[src/rtl/ppe_mod.sv]
module ppe_mod #(
  parameter int CB = 32
) (
  input  logic          clk,
  input  logic [CB-1:0] din,
  input  logic [CB:0]   edge_len,
  output logic [CB-1:0] rem
);

  localparam int W2 = 2 * CB + 1;

  logic [CB-1:0] stg_in  [CB];
  logic [CB-1:0] rem_nxt [CB];
  logic [CB-1:0] rem_r   [CB];

  // Stage inputs: the first stage takes the difference, the rest the stage before.
  always_comb begin
    stg_in[0] = din;
    for (int s = 1; s < CB; s++) begin
      stg_in[s] = rem_r[s-1];
    end
  end

  // Restoring remainder, one bit of the quotient per stage from the top.
  always_comb begin
    logic [W2-1:0] sh;
    for (int s = 0; s < CB; s++) begin
      sh = W2'(edge_len) << (CB - 1 - s);
      if (W2'(stg_in[s]) >= sh) begin
        rem_nxt[s] = CB'(W2'(stg_in[s]) - sh);
      end else begin
        rem_nxt[s] = stg_in[s];
      end
    end
  end

  always_ff @(posedge clk) begin
    for (int s = 0; s < CB; s++) begin
      rem_r[s] <= rem_nxt[s];
    end
  end

  assign rem = rem_r[CB-1];

endmodule

[config.mk]
export PLATFORM = sky130hd
export DESIGN_NAME = ppe_mod
export DESIGN_NICKNAME = d
export VERILOG_FILES = /design/src/rtl/ppe_mod.sv
export SDC_FILE = /design/constraint.sdc
export NUM_CORES = 2
export LEC_CHECK = 0
export BUFFER_PORTS_ARGS = -buffer_cell sky130_fd_sc_hd__buf_2
export CORE_MARGIN = 2
export CORE_UTILIZATION = 60
export CTS_CLUSTER_DIAMETER = 80
export DETAILED_ROUTE_END_ITERATION = 6
export GPL_ROUTABILITY_DRIVEN = 0
export PLACE_DENSITY = 0.86
export SYNTH_ARGS = -nofsm -noshare
export SYNTH_HDL_FRONTEND = slang
export SYNTH_SLANG_ARGS = --single-unit
export TNS_END_PERCENT = 20
[constraint.sdc]
create_clock -name clk -period 5 [get_ports clk]
set_input_delay 1 -clock clk [delete_from_list [all_inputs] [get_ports clk]]
set_output_delay 1 -clock clk [all_outputs]
set_load 0.005 [all_outputs]
==> metrics.md <==
| Metric | Value |
|---|---|
| Status | `complete, no violations` |
| Synth area leader | `dfxtp_1` |
| Layout cells sized above 1 | `12.7%` |
| WP data arrival | `5160 ps` |
| Hold WC Path Type | `reg -> reg` |
| Setup bufs post-CTS | `0` |
| Hold Fails Final Rpt | `0` |
| Biggest register | `rem_r` |
| Vias in the first global route | `46.9k` |
| Filler Cells Inserted | `6,135` |
| Nets@finish | `6,428` |
| Drt total wl | `168 mm` |
| DP Area | `0.0557 mm^2` |
| Hold Crit Depth | `0` |
| Crit path depth | `14` |
| Distinct cells, synth | `89` |
| Core area | `0.0884 mm^2` |
| Required time of the critical path | `5640 ps` |
| Post-CTS Resized | `0` |
| First-pass GRT wire length | `257 mm` |
| Drt first-iter violations | `4,519` |
| Rel. slew slack | `11.6%` |
| P_leak | `26.4 nW` |
| DP Worst Slack | `192 ps` |
| Starting Density | `60.5%` |
| Crit-path cells | `buf_4 -> inv_2 -> buf_4 -> buf_4 -> ha_1 -> nor2b_1 -> o21ai_0 -> a21boi_0 -> o21ai_0 -> a21boi_0 -> o21ai_0 -> a21boi_0 -> o21bai_1 -> mux2_2` |
| PnR worst setup slack | `484 ps` |
| Buffers on Ports | `97` |
| Largest regs | `rem_r (1024)` |
| Layout area overhead | `10.9%` |
| Crit-path max FO | `15` |
| YS warnings | `0` |
| Die height | `303 um` |
| Primary FF master, synth | `dfxtp_1` |
| Area share of the largest cell type after synthesis | `38.3%` |
| Yosys reg bits | `1,024` |
| Synthesized instance count | `5,651` |
| Worst setup EP type | `register` |
| Reg2Reg Setup Slack | `1310 ps` |
| GRT overflow | `0` |
| Critical path class | `in -> reg` |
| Final Instance Area | `0.0593 mm^2` |
| GRT Total Usage | `35.9%` |
| Initial DRT Pass Iterations | `6` |
| Setup TNS | `0 ps` |
| Syn_area_per_cell | `9.47 um^2` |
| H-Tree Depth | `3` |
| Final core occ | `67.1%` |
| Ports | `98` |
| Worst-case clock buffer depth | `3` |
| Finish-stage setup viols | `0` |
| PD cells | `375 mW/mm^2` |
| CTS Hold Buffers Added | `0` |
| Met3 WL | `15.8 mm` |
| Num rows | `109` |
| Non-Filler Instances | `7,056` |
| Seq/Total Area, Yosys | `38.3%` |
| Die ar. | `0.0916 mm^2` |
| Cts bufs inserted | `98` |
| Synth top area cells | `dfxtp_1 (38%), ha_1 (12%), mux2_2 (6.0%)` |
| Max VDD drop | `482 uV` |
| Wl on met1 | `59.5 mm` |
| R2r worst-path depth | `14` |
| Die extent in x | `303 um` |
| Crit share post-route | `90.3%` |
| Pin count of the biggest net entering global routing | `49` |
| Tot Pwr | `22.2 mW` |
| CTS tree | `yes` |
| Met2 routed WL | `76.3 mm` |
| Syn_nets | `6,275` |
| Initial antenna violation count | `8` |
| RSZ-0062 raised after global routing | `no` |
| Max Slew Vio Count | `0` |
| Crit-path leading delay family | `compound AO/OA/AOI/OAI gates` |
| Clock Skew | `69.8 ps` |
| Detail Route Antenna Nets | `0` |
| Worst-path clk slew | `70 ps` |
| Vias | `46.6k` |
| Mapped Area | `0.0535 mm^2` |
| Latest clock arrival within the worst-skew pair | `750 ps` |
| Max reg flops | `1,024` |
| # DRC | `0` |
| Startpoint types | `primary input` |
| Sink Count | `1,024` |
| Fmax | `0.221 GHz` |
| Slowest Stage Delay on Critical Path | `700 ps` |
| Root Buffer | `clkbuf_16` |
| Hold_ws | `308 ps` |
| WP buf/inv | `4` |
| Post-synth EDFFs | `0` |
| CP max-delay cell | `o21bai_1` |
| Routed WL per cell | `23.8 um` |
| Inst Count DP | `6,869` |
| Tightest Pin Transition | `1320 ps` |
| Minimum clock period | `4520 ps` |
| Max Cap Viol | `0` |
| DP HPWL | `117 mm` |
| Top Metal Used | `met5` |
| Share of synthesized registers carrying an async set or reset | `0%` |
| Post-DR vias/cell | `6.61` |
==> path summary, 6_finish.rpt <==
kind | startpoint | end
setup / recovery | edge_len[1] | rem_r[0][252]
hold / removal | rem_r[0][452] | rem_r[0][484]
setup reg to reg | rem_r[1][417] | rem_r[1][479]
hold reg to reg | rem_r[0][452] | rem_r[0][484]
==> routing by layer <==
metal  GRT usage (%)  up-vias
met4            29.5        6
met3            8.90     1102
li1                -    20900
met2            59.3     2863
met1            39.1    21700
met5               0        -
==> placed cells by master, fill, tap and decap left out, types with 18 or more instances in the layout <==
cell type and count:
nand3_1 95, clkbuf_8 20, a21o_1 231, or4_1 18, mux2_2 284, nor4b_1 26, a211oi_1 36, nor2_1 309
nor2b_1 97, ha_1 528, nand2_1 381, o21ai_0 386, nand2b_1 61, xnor2_1 227, nand4_1 83, o21bai_1 47
inv_1 223, and3_1 52, fa_1 30, buf_2 96, buf_4 107, o21a_1 65, clkbuf_16 98, mux2i_1 52
or3_1 20, o211ai_1 33, a21oi_1 352, nor3_1 82, a21boi_0 47, a31oi_1 55, nor4_1 110, and2_1 34
or2_2 27, xor2_1 137, o31ai_1 53, dfxtp_1 1024
==> where the power goes <==
group          internal (mW)  switching, mW
Sequential              8.72          0.438
Clock                   4.80           3.54
Combinational           2.01           2.74
Total                   15.5           6.72
==> area by class of cell <==
type | instances | area (um^2) | share of cell area, %
antenna | 5 | 12.5 | 0.0211
multi-input combinational | 4238 | 31500 | 53.0
sequential | 1024 | 20500 | 34.5
clock buffer | 133 | 2780 | 4.69
clock inverter | 49 | 860 | 1.45
timing repair buffer | 209 | 1400 | 2.37
inverter | 233 | 875 | 1.47
tap | 1165 | 1460 | 2.46
==> synthesized netlist by cell type, types with 97 or more instances <==
cell / n
xnor2_1: 227
nor2_1: 310
clkbuf_1: 106
a21oi_1: 352
nand2_1: 381
ha_1: 528
nor2b_1: 97
nor4_1: 110
xor2_1: 137
mux2_2: 284
a21o_1: 231
dfxtp_1: 1024
inv_1: 233
o21ai_0: 388
==> kinds of logic after synthesis <==
kind of cell	share of synthesized area, %
mux	6.98
buf+inv	3.01
fa+ha+maj	13.5
xor+xnor	5.96
simple gates	14.3
compound gates	18.0
flops	38.3
Note: power is estimated with default switching activity, not from simulation.
